==> src/sv/assert_macros.svh <==
// Assertion macros for the queue modules; bfq_ring includes them.
// The macros expect signals named clk and rst in the module that uses them.
`ifndef ASSERT_MACROS_SVH
`define ASSERT_MACROS_SVH

// A property that must hold at every clock edge outside reset.
`define ASSERT_ALWAYS(label, prop, msg) \
  label: assert property (@(posedge clk) disable iff (rst) (prop)) else $error(msg);

// A consequence that must hold in the cycle after its trigger.
`define ASSERT_NEXT(label, trig, cons, msg) \
  label: assert property (@(posedge clk) disable iff (rst) (trig) |=> (cons)) else $error(msg);

`endif

==> src/sv/bfq_pkg.sv <==
// Shared constants, codes, types and helpers of the bounded frame queue.
// Used by bfq_ring, bfq_stats and the top level; depends on nothing.
`default_nettype none

package bfq_pkg;

  localparam int DEPTH        = 16;
  localparam int PTR_BITS     = $clog2(DEPTH);
  localparam int COUNT_BITS   = $clog2(DEPTH + 1);
  localparam int SUM_BITS     = COUNT_BITS + 1;
  localparam int PAYLOAD_BITS = 32;
  localparam int CNT_BITS     = 32;
  localparam int STATUS_BITS  = 2;

  localparam int CAP_BITS        = 5;
  localparam int CFG_INDEX_BITS  = 2;
  localparam int CFG_DATA_BITS   = 5;

  localparam int S_FIELD_BITS = PAYLOAD_BITS + 1;
  localparam int S_TDATA_BITS = ((S_FIELD_BITS + 7) / 8) * 8;
  localparam int M_FIELD_BITS = PAYLOAD_BITS + 2 * COUNT_BITS + 5 * CNT_BITS;
  localparam int M_TDATA_BITS = ((M_FIELD_BITS + 7) / 8) * 8;
  localparam int M_TUSER_BITS = STATUS_BITS + 1;

  localparam logic [STATUS_BITS-1:0] ST_OK       = 2'd0;
  localparam logic [STATUS_BITS-1:0] ST_REJECTED = 2'd1;
  localparam logic [STATUS_BITS-1:0] ST_EMPTY    = 2'd2;

  localparam logic OP_SUBMIT  = 1'b0;
  localparam logic OP_CONSUME = 1'b1;

  localparam logic POLICY_DROP   = 1'b0;
  localparam logic POLICY_REJECT = 1'b1;

  localparam logic [CFG_INDEX_BITS-1:0] CFG_CAPACITY = 2'd0;
  localparam logic [CFG_INDEX_BITS-1:0] CFG_POLICY   = 2'd1;

  localparam logic [CAP_BITS-1:0] CAP_RESET = CAP_BITS'(DEPTH);

  typedef struct packed {
    logic [CAP_BITS-1:0] capacity;
    logic                policy;
  } bfq_cfg_t;

  typedef struct packed {
    logic append;
    logic reject;
    logic drop;
    logic consume;
    logic fail;
  } bfq_events_t;

  typedef struct packed {
    logic [STATUS_BITS-1:0]  status;
    logic                    popped_valid;
  } bfq_result_t;

  typedef struct packed {
    logic [CNT_BITS-1:0] accepted;
    logic [CNT_BITS-1:0] rejected;
    logic [CNT_BITS-1:0] dropped;
    logic [CNT_BITS-1:0] consumed;
    logic [CNT_BITS-1:0] failed;
  } bfq_totals_t;

  function automatic logic [PTR_BITS-1:0] ring_next(input logic [PTR_BITS-1:0] i);
    logic [PTR_BITS-1:0] n;
    if (i == PTR_BITS'(DEPTH - 1)) begin
      n = '0;
    end else begin
      n = i + PTR_BITS'(1);
    end
    return n;
  endfunction

endpackage

`default_nettype wire

==> src/sv/bounded_frame_queue_drop_policy.sv <==
// Top level of the bounded frame queue: input register, result register,
// configuration registers. Depends on bfq_pkg, bfq_ring and bfq_stats.
//
//   channel   direction  handshake           contents
//   s_*       in         s_tvalid/s_tready   submit or consume word
//   m_*       out        m_tvalid/m_tready   one result word per input word
//   cfg_*     in         cfg_valid/cfg_ready capacity and full policy writes
//
// One word per cycle is sustained while m_tready is high; a result word is
// presented after its input word passes the input and result registers.
// The ring store, pointers and counters update in the same cycle as the result.
// Reset clears pointers, counts and counters and sets capacity 16, drop oldest;
// the store contents are not cleared. With m_tready low the result is held,
// one further word is taken into the input register and then s_tready falls.
`default_nettype none

module bounded_frame_queue_drop_policy (
  input  wire                                  clk,
  input  wire                                  rst,
  input  wire                                  s_tvalid,
  output logic                                 s_tready,
  input  wire  [bfq_pkg::S_TDATA_BITS-1:0]     s_tdata,  // payload, downstream_ok, zeros
  input  wire                                  s_tuser,  // operation
  output logic                                 m_tvalid,
  input  wire                                  m_tready,
  // popped_payload, pending_count, high_watermark, accepted_total, rejected_total,
  // dropped_total, consumed_total, failed_total, zeros
  output logic [bfq_pkg::M_TDATA_BITS-1:0]     m_tdata,
  output logic [bfq_pkg::M_TUSER_BITS-1:0]     m_tuser,  // status, popped_valid
  input  wire                                  cfg_valid,
  output logic                                 cfg_ready,
  input  wire  [bfq_pkg::CFG_INDEX_BITS-1:0]   cfg_index,
  input  wire  [bfq_pkg::CFG_DATA_BITS-1:0]    cfg_data
);

  logic                             in_valid;
  logic                             in_op;
  logic [bfq_pkg::PAYLOAD_BITS-1:0] in_payload;
  logic                             in_ok;
  logic                             fire;
  logic                             out_valid;
  bfq_pkg::bfq_result_t             out_res;
  bfq_pkg::bfq_result_t             res;
  bfq_pkg::bfq_events_t             ev;
  bfq_pkg::bfq_cfg_t                cfg;
  bfq_pkg::bfq_totals_t             totals;
  logic [bfq_pkg::PAYLOAD_BITS-1:0] popped;
  logic [bfq_pkg::COUNT_BITS-1:0]   count;
  logic [bfq_pkg::COUNT_BITS-1:0]   count_next;
  logic [bfq_pkg::COUNT_BITS-1:0]   peak;

  assign fire      = in_valid && (!out_valid || m_tready);
  assign s_tready  = !in_valid || fire;
  assign cfg_ready = 1'b1;

  always_ff @(posedge clk) begin
    if (rst) begin
      in_valid <= 1'b0;
    end else if (s_tready) begin
      in_valid <= s_tvalid;
    end
  end

  always_ff @(posedge clk) begin
    if (s_tvalid && s_tready) begin
      in_op      <= s_tuser;
      in_payload <= s_tdata[bfq_pkg::PAYLOAD_BITS-1:0];
      in_ok      <= s_tdata[bfq_pkg::PAYLOAD_BITS];
    end
  end

  always_ff @(posedge clk) begin
    if (rst) begin
      cfg.capacity <= bfq_pkg::CAP_RESET;
      cfg.policy   <= bfq_pkg::POLICY_DROP;
    end else if (cfg_valid) begin
      case (cfg_index)
        bfq_pkg::CFG_CAPACITY: cfg.capacity <= cfg_data[bfq_pkg::CAP_BITS-1:0];
        bfq_pkg::CFG_POLICY:   cfg.policy   <= cfg_data[0];
        default: begin
        end
      endcase
    end
  end

  bfq_ring u_ring (
    .clk           (clk),
    .rst           (rst),
    .fire          (fire),
    .op            (in_op),
    .payload       (in_payload),
    .downstream_ok (in_ok),
    .cfg           (cfg),
    .ev            (ev),
    .res           (res),
    .popped        (popped),
    .count         (count),
    .count_next    (count_next)
  );

  bfq_stats u_stats (
    .clk        (clk),
    .rst        (rst),
    .fire       (fire),
    .ev         (ev),
    .count_next (count_next),
    .peak       (peak),
    .totals     (totals)
  );

  always_ff @(posedge clk) begin
    if (rst) begin
      out_valid <= 1'b0;
    end else if (fire) begin
      out_valid <= 1'b1;
    end else if (m_tready) begin
      out_valid <= 1'b0;
    end
  end

  always_ff @(posedge clk) begin
    if (fire) begin
      out_res <= res;
    end
  end

  // Queue state only changes when a new result replaces the one on the
  // port, so the counts and totals are read straight from their registers.
  assign m_tvalid = out_valid;
  assign m_tuser  = {out_res.popped_valid, out_res.status};
  assign m_tdata  = {{(bfq_pkg::M_TDATA_BITS - bfq_pkg::M_FIELD_BITS){1'b0}},
                     totals.failed, totals.consumed, totals.dropped,
                     totals.rejected, totals.accepted,
                     peak, count, popped};

endmodule

`default_nettype wire

==> src/sv/bfq_ring.sv <==
// Ring store, head pointer and occupancy of the frame queue, with the
// per-word decision logic. Depends on bfq_pkg and assert_macros.svh.
`default_nettype none
`include "assert_macros.svh"

module bfq_ring (
  input  wire                                 clk,
  input  wire                                 rst,
  input  wire                                 fire,
  input  wire                                 op,
  input  wire  [bfq_pkg::PAYLOAD_BITS-1:0]    payload,
  input  wire                                 downstream_ok,
  input  bfq_pkg::bfq_cfg_t                   cfg,
  output bfq_pkg::bfq_events_t                ev,
  output bfq_pkg::bfq_result_t                res,
  output logic [bfq_pkg::PAYLOAD_BITS-1:0]    popped,
  output logic [bfq_pkg::COUNT_BITS-1:0]      count,
  output logic [bfq_pkg::COUNT_BITS-1:0]      count_next
);

  logic [bfq_pkg::PAYLOAD_BITS-1:0] store [bfq_pkg::DEPTH];
  logic [bfq_pkg::PTR_BITS-1:0]     head;
  logic [bfq_pkg::PTR_BITS-1:0]     head_next;
  logic [bfq_pkg::COUNT_BITS-1:0]   cap_eff;
  logic [bfq_pkg::SUM_BITS-1:0]     tail_sum;
  logic [bfq_pkg::SUM_BITS-1:0]     tail_wrap;
  logic [bfq_pkg::PTR_BITS-1:0]     tail;
  logic                             full;
  logic                             wr;

  always_comb begin
    if (cfg.capacity == '0) begin
      cap_eff = bfq_pkg::COUNT_BITS'(1);
    end else if (bfq_pkg::SUM_BITS'(cfg.capacity) > bfq_pkg::SUM_BITS'(bfq_pkg::DEPTH)) begin
      cap_eff = bfq_pkg::COUNT_BITS'(bfq_pkg::DEPTH);
    end else begin
      cap_eff = bfq_pkg::COUNT_BITS'(cfg.capacity);
    end
  end

  assign full = (count >= cap_eff);

  // With a drop the head moves on by one and the count falls by one before
  // the append, so the tail slot is the same as for a plain append.
  always_comb begin
    tail_sum = bfq_pkg::SUM_BITS'(count) + bfq_pkg::SUM_BITS'(head);
    if (tail_sum >= bfq_pkg::SUM_BITS'(bfq_pkg::DEPTH)) begin
      tail_wrap = tail_sum - bfq_pkg::SUM_BITS'(bfq_pkg::DEPTH);
    end else begin
      tail_wrap = tail_sum;
    end
    tail = tail_wrap[bfq_pkg::PTR_BITS-1:0];
  end

  always_comb begin
    ev                 = '0;
    res.status         = bfq_pkg::ST_OK;
    res.popped_valid   = 1'b0;
    head_next          = head;
    count_next         = count;
    wr                 = 1'b0;
    if (op == bfq_pkg::OP_SUBMIT) begin
      if (full && (cfg.policy == bfq_pkg::POLICY_REJECT)) begin
        ev.reject  = 1'b1;
        res.status = bfq_pkg::ST_REJECTED;
      end else begin
        wr        = 1'b1;
        ev.append = 1'b1;
        if (full) begin
          ev.drop   = 1'b1;
          head_next = bfq_pkg::ring_next(head);
        end else begin
          count_next = count + bfq_pkg::COUNT_BITS'(1);
        end
      end
    end else begin
      if (count == '0) begin
        res.status = bfq_pkg::ST_EMPTY;
      end else begin
        res.popped_valid   = 1'b1;
        head_next          = bfq_pkg::ring_next(head);
        count_next         = count - bfq_pkg::COUNT_BITS'(1);
        if (downstream_ok) begin
          ev.consume = 1'b1;
        end else begin
          ev.fail = 1'b1;
        end
      end
    end
  end

  // The popped word is registered alongside the result word and reads as
  // zero when the word pops nothing.
  always_ff @(posedge clk) begin
    if (fire && wr) begin
      store[tail] <= payload;
    end
    if (fire) begin
      if (res.popped_valid) begin
        popped <= store[head];
      end else begin
        popped <= '0;
      end
    end
  end

  always_ff @(posedge clk) begin
    if (rst) begin
      head  <= '0;
      count <= '0;
    end else if (fire) begin
      head  <= head_next;
      count <= count_next;
    end
  end

  `ASSERT_ALWAYS(a_count_bound, count <= bfq_pkg::COUNT_BITS'(bfq_pkg::DEPTH),
                 "occupancy above depth")
  `ASSERT_NEXT(a_reject_hold, fire && ev.reject,
               count == $past(count) && head == $past(head), "reject moved the queue")
  `ASSERT_NEXT(a_pop_count, fire && (ev.consume || ev.fail),
               count == $past(count) - bfq_pkg::COUNT_BITS'(1), "pop did not lower the count")
  `ASSERT_ALWAYS(a_drop_full, !(ev.drop && !full), "drop while not full")

endmodule

`default_nettype wire

==> src/sv/bfq_stats.sv <==
// Event counters and occupancy high watermark of the frame queue.
// Depends on bfq_pkg.
`default_nettype none

module bfq_stats (
  input  wire                                 clk,
  input  wire                                 rst,
  input  wire                                 fire,
  input  bfq_pkg::bfq_events_t                ev,
  input  wire  [bfq_pkg::COUNT_BITS-1:0]      count_next,
  output logic [bfq_pkg::COUNT_BITS-1:0]      peak,
  output bfq_pkg::bfq_totals_t                totals
);

  always_ff @(posedge clk) begin
    if (rst) begin
      peak   <= '0;
      totals <= '0;
    end else if (fire) begin
      if (count_next > peak) begin
        peak <= count_next;
      end
      if (ev.append) begin
        totals.accepted <= totals.accepted + bfq_pkg::CNT_BITS'(1);
      end
      if (ev.reject) begin
        totals.rejected <= totals.rejected + bfq_pkg::CNT_BITS'(1);
      end
      if (ev.drop) begin
        totals.dropped <= totals.dropped + bfq_pkg::CNT_BITS'(1);
      end
      if (ev.consume) begin
        totals.consumed <= totals.consumed + bfq_pkg::CNT_BITS'(1);
      end
      if (ev.fail) begin
        totals.failed <= totals.failed + bfq_pkg::CNT_BITS'(1);
      end
    end
  end

endmodule

`default_nettype wire
==> config.mk <==
export PLATFORM = sky130hd
export DESIGN_NAME = bounded_frame_queue_drop_policy
export DESIGN_NICKNAME = d
export VERILOG_FILES = /design/src/sv/bfq_pkg.sv /design/src/sv/bounded_frame_queue_drop_policy.sv /design/src/sv/bfq_ring.sv /design/src/sv/bfq_stats.sv
export VERILOG_INCLUDE_DIRS = /design/src /design/src/sv
export SDC_FILE = /design/constraint.sdc
export NUM_CORES = 1
export LEC_CHECK = 0
export BUFFER_PORTS_ARGS = -buffer_cell sky130_fd_sc_hd__buf_2
export CAP_MARGIN = 20
export CORE_MARGIN = 10
export CORE_UTILIZATION = 55
export CTS_CLUSTER_SIZE = 20
export DETAILED_ROUTE_END_ITERATION = 8
export PLACE_DENSITY = 0.77
export REMOVE_ABC_BUFFERS = 1
export SYNTH_ARGS = -nofsm -noshare
export SYNTH_HDL_FRONTEND = slang
export SYNTH_SLANG_ARGS = --single-unit
==> constraint.sdc <==
create_clock -name clk -period 5.5 [get_ports clk]
set_input_delay 0.825 -clock clk [delete_from_list [all_inputs] [get_ports clk]]
set_output_delay 0.825 -clock clk [all_outputs]
set_load 0.01 [all_outputs]
Yosys cells after proc, flatten, opt, wreduce, memory -nomap -nowiden. Memory sizes are Yosys's and may differ from the RTL's. A register that Yosys moved wholly into a read port is not among the register bits. Cells that the tools add are included.

Memories kept: 1. Bits in writable memories: 512. Input port bits: 53. Output and inout port bits: 214. Flip-flop bits (word level): 219.

$add $sub $neg: 10. Muxes and demuxes: 31. Magnitude comparators: 4. Reduce and logical (&&, ||, !) cells: 23. Eq/ne operators: 4.

Memory list: u_ring.store (depth 16, bits a word 32, read ports 1, clocked after memory_dff 1, wr ports 1, RTL line bfq_ring.sv:21) `logic [bfq_pkg::PAYLOAD_BITS-1:0] store [bfq_pkg::DEPTH];`.

Operator list (count): 32-bit by 1-bit adder with 32-bit output, second input constant (5); 5-bit two-way mux (6); 4-bit two-way mux (6); 2-bit AND reduction (8); 1-bit two-way mux (14); 5-bit zero test (2); 2-bit two-way mux (4); 5-bit by 4-bit adder with 6-bit output (1); 6-bit by 5-bit >= comparator with 1-bit output, second input constant (1); 5-bit by 1-bit adder with 5-bit output, second input constant (1); 5-bit >= comparator (1); 5-bit > comparator (1); 5-bit > comparator, second input constant (1); 5-bit by 1-bit subtractor with 5-bit output, second input constant (1); 4-bit by 1-bit adder with 4-bit output, second input constant (1); 4-bit == test, second input constant (1); 1-bit logical AND (4); 2-bit != test, second input constant (2); 4-bit AND reduction (1); 2-bit nonzero test (2); 4-bit by 1-bit subtractor with 4-bit output, second input constant (1); 1-bit zero test (3); 3-bit two-way mux (1); 2-bit by 1-bit == test with 1-bit output, second input constant (1); 2 further kinds (3).

Longest topological paths before layout.
Depth after elaboration: 10. Depth in mapped cells: 15.

Modules after synthesis. From an unflattened synthesis, not the netlist that was laid out.

Cells, all modules: 2027. Area, all modules: 31138.6 um^2.

By module, submodules not included: bfq_ring (cells each 1005, area each 21712.1 um^2, instances 1); bfq_stats (cells each 940, area each 7896.3 um^2, instances 1); bounded_frame_queue_drop_policy (cells each 82, area each 1530.2 um^2, instances 1).

Worst setup path before layout. Ideal clock, no wire load.

Path kind: input port to flip-flop. Start point: input m_tready. End point: memory u_ring.store[1][0] in the netlist's numbering (enable). Arrival: 3.953 ns. Buffers on the path: 1. Library setup time: 0.461 ns. Stages on the path: 6. Setup slack: 1.086 ns. Data required time: 5.039 ns. Path through: nor2b_1 clkbuf_1 a2111oi_2 o211a_1 nand2_1 nor3_1.

Longest elaborated chain between the ends: 5.

RTL lines: start: declaration (RTL line bounded_frame_queue_drop_policy.sv:25) `input wire m_tready,`; 1-bit logical OR (RTL line bounded_frame_queue_drop_policy.sv:52) `assign fire = in_valid && (!out_valid || m_tready);`; 1-bit logical AND (RTL line bounded_frame_queue_drop_policy.sv:52); 1-bit logical AND (RTL line bfq_ring.sv:95) `if (fire && wr) begin`; 1-bit two-way mux (RTL line bfq_ring.sv:95); 1-bit two-way mux (not written as such) (RTL line bfq_ring.sv:96) `store[tail] <= payload;`; end: declaration (RTL line bfq_ring.sv:21).

Every way passes these cells.

Worst setup path after layout.
Start point: register u_ring.count[0] in the netlist's numbering. End point: register u_stats.peak[0] in the netlist's numbering.

Longest elaborated chain between the ends: 6. Elaborated cells on any way between the ends: 11. Those cells by class: add/sub: 2; order compare: 2; mux: 4; reduce/logical: 3.

RTL lines: start: declaration (RTL line bfq_ring.sv:17) `output logic [bfq_pkg::COUNT_BITS-1:0] count,`; start signal: assignment (RTL line bfq_ring.sv:113) `count <= count_next;`; 5-bit by 1-bit adder with 5-bit output / 5-bit >= comparator (equally long branches) (RTL line bfq_ring.sv:73, bfq_ring.sv:41); 5-bit two-way mux / 1-bit logical AND (equally long branches) (RTL line bfq_ring.sv:69, bfq_ring.sv:63); 5-bit two-way mux (RTL line bfq_ring.sv:63) `if (full && (cfg.policy == bfq_pkg::POLICY_REJECT)) begin`; 5-bit two-way mux * (RTL line bfq_ring.sv:62) `if (op == bfq_pkg::OP_SUBMIT) begin`; named net count_next (one bit) (RTL line bounded_frame_queue_drop_policy.sv:49) `logic [bfq_pkg::COUNT_BITS-1:0] count_next;`; 5-bit > comparator * (RTL line bfq_stats.sv:20) `if (count_next > peak) begin`; 2-bit AND reduction (no source line) *; end signal: assignment (RTL line bfq_stats.sv:21) `peak <= count_next;`; end: declaration (RTL line bfq_stats.sv:11) `output logic [bfq_pkg::COUNT_BITS-1:0] peak,`.

Mark *: on every way through the listed nets, which the timed path passes. The rest lies on a longest branch. A chain may end at the register's enable or synchronous reset.

==> out/summary.txt <==
Status - completed
Crit Path Class - flop to flop
# diodes - 0
PortBufs - 252
Internal power - 0.009301 W
Fin crit share - 0.8098
Non-Filler Instances - 3081
Worst skew pair latency - 0.62 ns
Cell Count Post-Placement - 2943
Post-DRT Antenna Nets - 0
Total GRT Usage - 0.2274
Initial core utilization - 0.5543
Routed wire length - 77050 µm
Grt total ovfl - 0
Hold depth - 1
WHS Endpoint - in_payload[15]$_DFFE_PP_
RSZ-0062 raised after global routing - no
Most frequent cell after synthesis - edfxtp_1
Fin util - 0.6345
Post-CTS Setup Bufs - 0
Sw Pwr - 0.002547 W
Row count - 87
Top post-synthesis cells by count - 581 x edfxtp_1, 182 x dfxtp_1, 160 x mux4_2
GPL Wtd Cong - 0.8432
Final setup viols - 0
R2R setup slack - 1.05 ns
Worst-Margin Slew - 1.033 ns
Min-delay worst type - primary input to flop
Critical Path Source Type - flop
Post-Synthesis Cells - 2017
Number of buffers created by CTS - 77
Final hold vios - 0
TritonCTS clock tree - yes
Unique masters post-synth - 66
Worst reg2reg path startpoint - u_ring.count[0]$_SDFFE_PP0P_
Yosys reg bits - 763
Sequential share of the synthesized area - 0.6761
Cts hold-fix bufs - 0
YS warnings - 0
Post-synth EDFFs - 581
Pleak - 11.69 nW
Flip-flop and latch area - 0.02110 mm²
Max Cap Viol - 0
Final setup TNS - 0 ns
CTS Buffer Depth - 3
Worst vdd ir - 0.0003247 V
First-pass GRT wire length - 117400 µm
Vias - 19660
CTS root buf - clkbuf_16
Initial antenna violation count - 0
Largest fanout on the critical path - 10
Arrival time worst endpoint - 4.94 ns
Net Sw Frac - 0.2149
Ys flop type - edfxtp_1
Gate power share - 0.039
Rel. slew slack - 0.3100
DRC - 0
Setup Skew - 0.01689 ns
Routed len/inst - 25.01 µm
I/O pin cnt - 267
Top cell type's share of synthesized area - 0.5593
Clock power share - 0.424
Share of layout cells above drive strength 1 - 0.2662
Vias per inst - 6.382
Filler cells - 3924
Nets - 2342
Die W - 258.2 µm
Post-layout instance area - 0.03571 mm²
CTS H-tree lvls - 3
Final Max Slew Viols - 0
Vias in the first global route - 19530
Reg2reg end - u_stats.peak[0]$_SDFFE_PP0P_
HPWL after DPL - 44620 µm
Clock sink count - 763
Area after DPL - 0.03327 mm²
Achievable Freq - 224.5 MHz
Fraction of registers with async set/reset - 0
Top cells by area, synth - edfxtp_1 56%, dfxtp_1 12%, mux4_2 12%, a21oi_1 1.7%, o31ai_1 1.3%
Worst-path clk slew - 0.06 ns
Worst r2r path cells - 13
Largest net degree at the start of global routing - 103
CORE AREA - 0.05628 mm²
Setup crit end kind - flop
Post-cts resize count - 0
Worst Hold Launch - s_tdata[15]
Post-Syn Area - 0.03119 mm²
Area of the multi-input gates - 0.009580 mm²
Sequential cell fraction of total power - 0.537
Die H - 258.2 µm
Power Density - 331.8 mW/mm²
Pre-antenna DRT Iters - 5
Critical Path RT - 5.99 ns
Die Footprint - 0.06664 mm²
Fin crit period - 4.454 ns
Area grow syn2layout - 14.47%
Iter 0 DRT Violations - 1990
Post-Syn Area per Cell - 15.47 µm²
Cell taking the most area after synthesis - edfxtp_1
-- layer usage --
metal | vias to the layer above | global-route usage | wire, µm | share of wire
met5 | - | 0 | 0 | 0
met4 | 0 | 0.07417 | 2218 | 0.029
met3 | 172 | 0.05091 | 6887 | 0.089
met2 | 1008 | 0.3757 | 38090 | 0.49
met1 | 9922 | 0.2961 | 29850 | 0.39
li1 | 8561 | - | - | -
-- cells by family (layout without fill, tap and decap cells) --
kind of cell | after synthesis | in the layout | synth area share
AO/OA/AOI/OAI | 271 | 271 | 0.05491
other | 2 | 7 | 0.0002408
flip-flops | 763 | 763 | 0.6761
XOR/XNOR | 46 | 46 | 0.01292
buffers and inverters | 157 | 460 | 0.02134
adder cells (fa/ha/maj) | 22 | 22 | 0.009065
multiplexers | 181 | 181 | 0.1229
AND/OR/NAND/NOR | 575 | 575 | 0.1026
-- cell usage in the layout, fill, tap and decap left out, types with 8 or more instances in the layout --
cell,instances
dfxtp_1,178
or2_2,13
mux4_2,160
nand2_1,76
a21oi_1,106
nand3_1,76
and2_1,39
nor2_1,87
ha_1,21
buf_4,31
edfxtp_1,581
clkinv_2,18
buf_2,251
o41ai_1,15
nor4_1,45
o21ai_0,41
nor3_1,20
inv_1,38
mux2_2,15
clkinv_1,14
and3_1,18
or3_1,36
and4_1,14
nor2b_1,14
clkbuf_16,78
xnor2_1,38
or4_1,55
xor2_1,8
nor3_2,8
nor2_4,8
o311ai_0,10
o31ai_1,55
nand4_1,42
-- critical path, stage by stage, from the launching register on --
cell       delay [ns]
dfxtp_1          0.48
inv_1            0.16
ha_1             0.23
nor2b_1          0.14
o21ai_1          0.69
a21oi_1          0.14
nor3_1           0.48
inv_1            0.10
ha_1             0.32
and4_1           0.21
a2111oi_0        0.36
a21boi_1         0.64
nor3b_1          0.14
a41o_1           0.25
-- flip-flops by register name (all words and copies together), names as in the netlist --
name,flops
u_ring.store,512
u_stats.totals,160
in_payload,32
u_ring.popped,32
cfg,6
u_ring.count,5
u_stats.peak,5
u_ring.head,4
m_tuser,3
in_ok,1
in_op,1
in_valid,1
m_tvalid,1
-- how the worst max path moves through the flow --
stage / start / end / slack (ns)
after floorplan: u_ring.head[0]$_SDFFE_PP0P_ / u_ring.store[13][0]$_DFFE_PP_ / -3.70
after global placement: u_ring.count[0]$_SDFFE_PP0P_ / u_stats.peak[1]$_SDFFE_PP0P_ / 1.30
after detailed placement: u_ring.count[0]$_SDFFE_PP0P_ / u_stats.peak[0]$_SDFFE_PP0P_ / 1.20
after CTS: u_ring.count[0]$_SDFFE_PP0P_ / u_stats.peak[0]$_SDFFE_PP0P_ / 1.15
after global routing: u_ring.count[1]$_SDFFE_PP0P_ / u_stats.peak[1]$_SDFFE_PP0P_ / 0.79
final: u_ring.count[0]$_SDFFE_PP0P_ / u_stats.peak[0]$_SDFFE_PP0P_ / 1.05
-- layout make-up --
type                            instances  share of cell area
Clock buffer                           89             0.05694
Clock inverter                         48             0.01069
Inverter                               39            0.004100
Multi-Input combinational cell       1102              0.2683
Sequential cell                       763              0.5909
Tap cell                              756             0.02649
Timing Repair Buffer                  284             0.04257
-- power by group through the flow --
stage | Clock, W | Sequential [W] | Combinational, W
finish | 0.00502 | 0.00636 | 0.000466
global route | 0.00533 | 0.00637 | 0.000505
CTS | 0.00511 | 0.00636 | 0.000468
detailed placement | 0 | 0.00648 | 0.000462
global placement | 0 | 0.00647 | 0.000451
floorplan | 0 | 0.00648 | 0.000274
-- metrics by stage --
step | setup WS [ns] | total power, W | hold slack, ns
2_1_floorplan | -3.701 | 0.006755 | 0.4611
3_3_place_gp | 1.300 | 0.006921 | 0.4562
3_5_place_dp | 1.200 | 0.006942 | 0.4695
4_1_cts | 1.150 | 0.01194 | 0.3481
5_1_grt | 0.7899 | 0.01220 | 0.3527
6_report | 1.046 | 0.01185 | 0.3825
(Power assumes the default switching activity.)
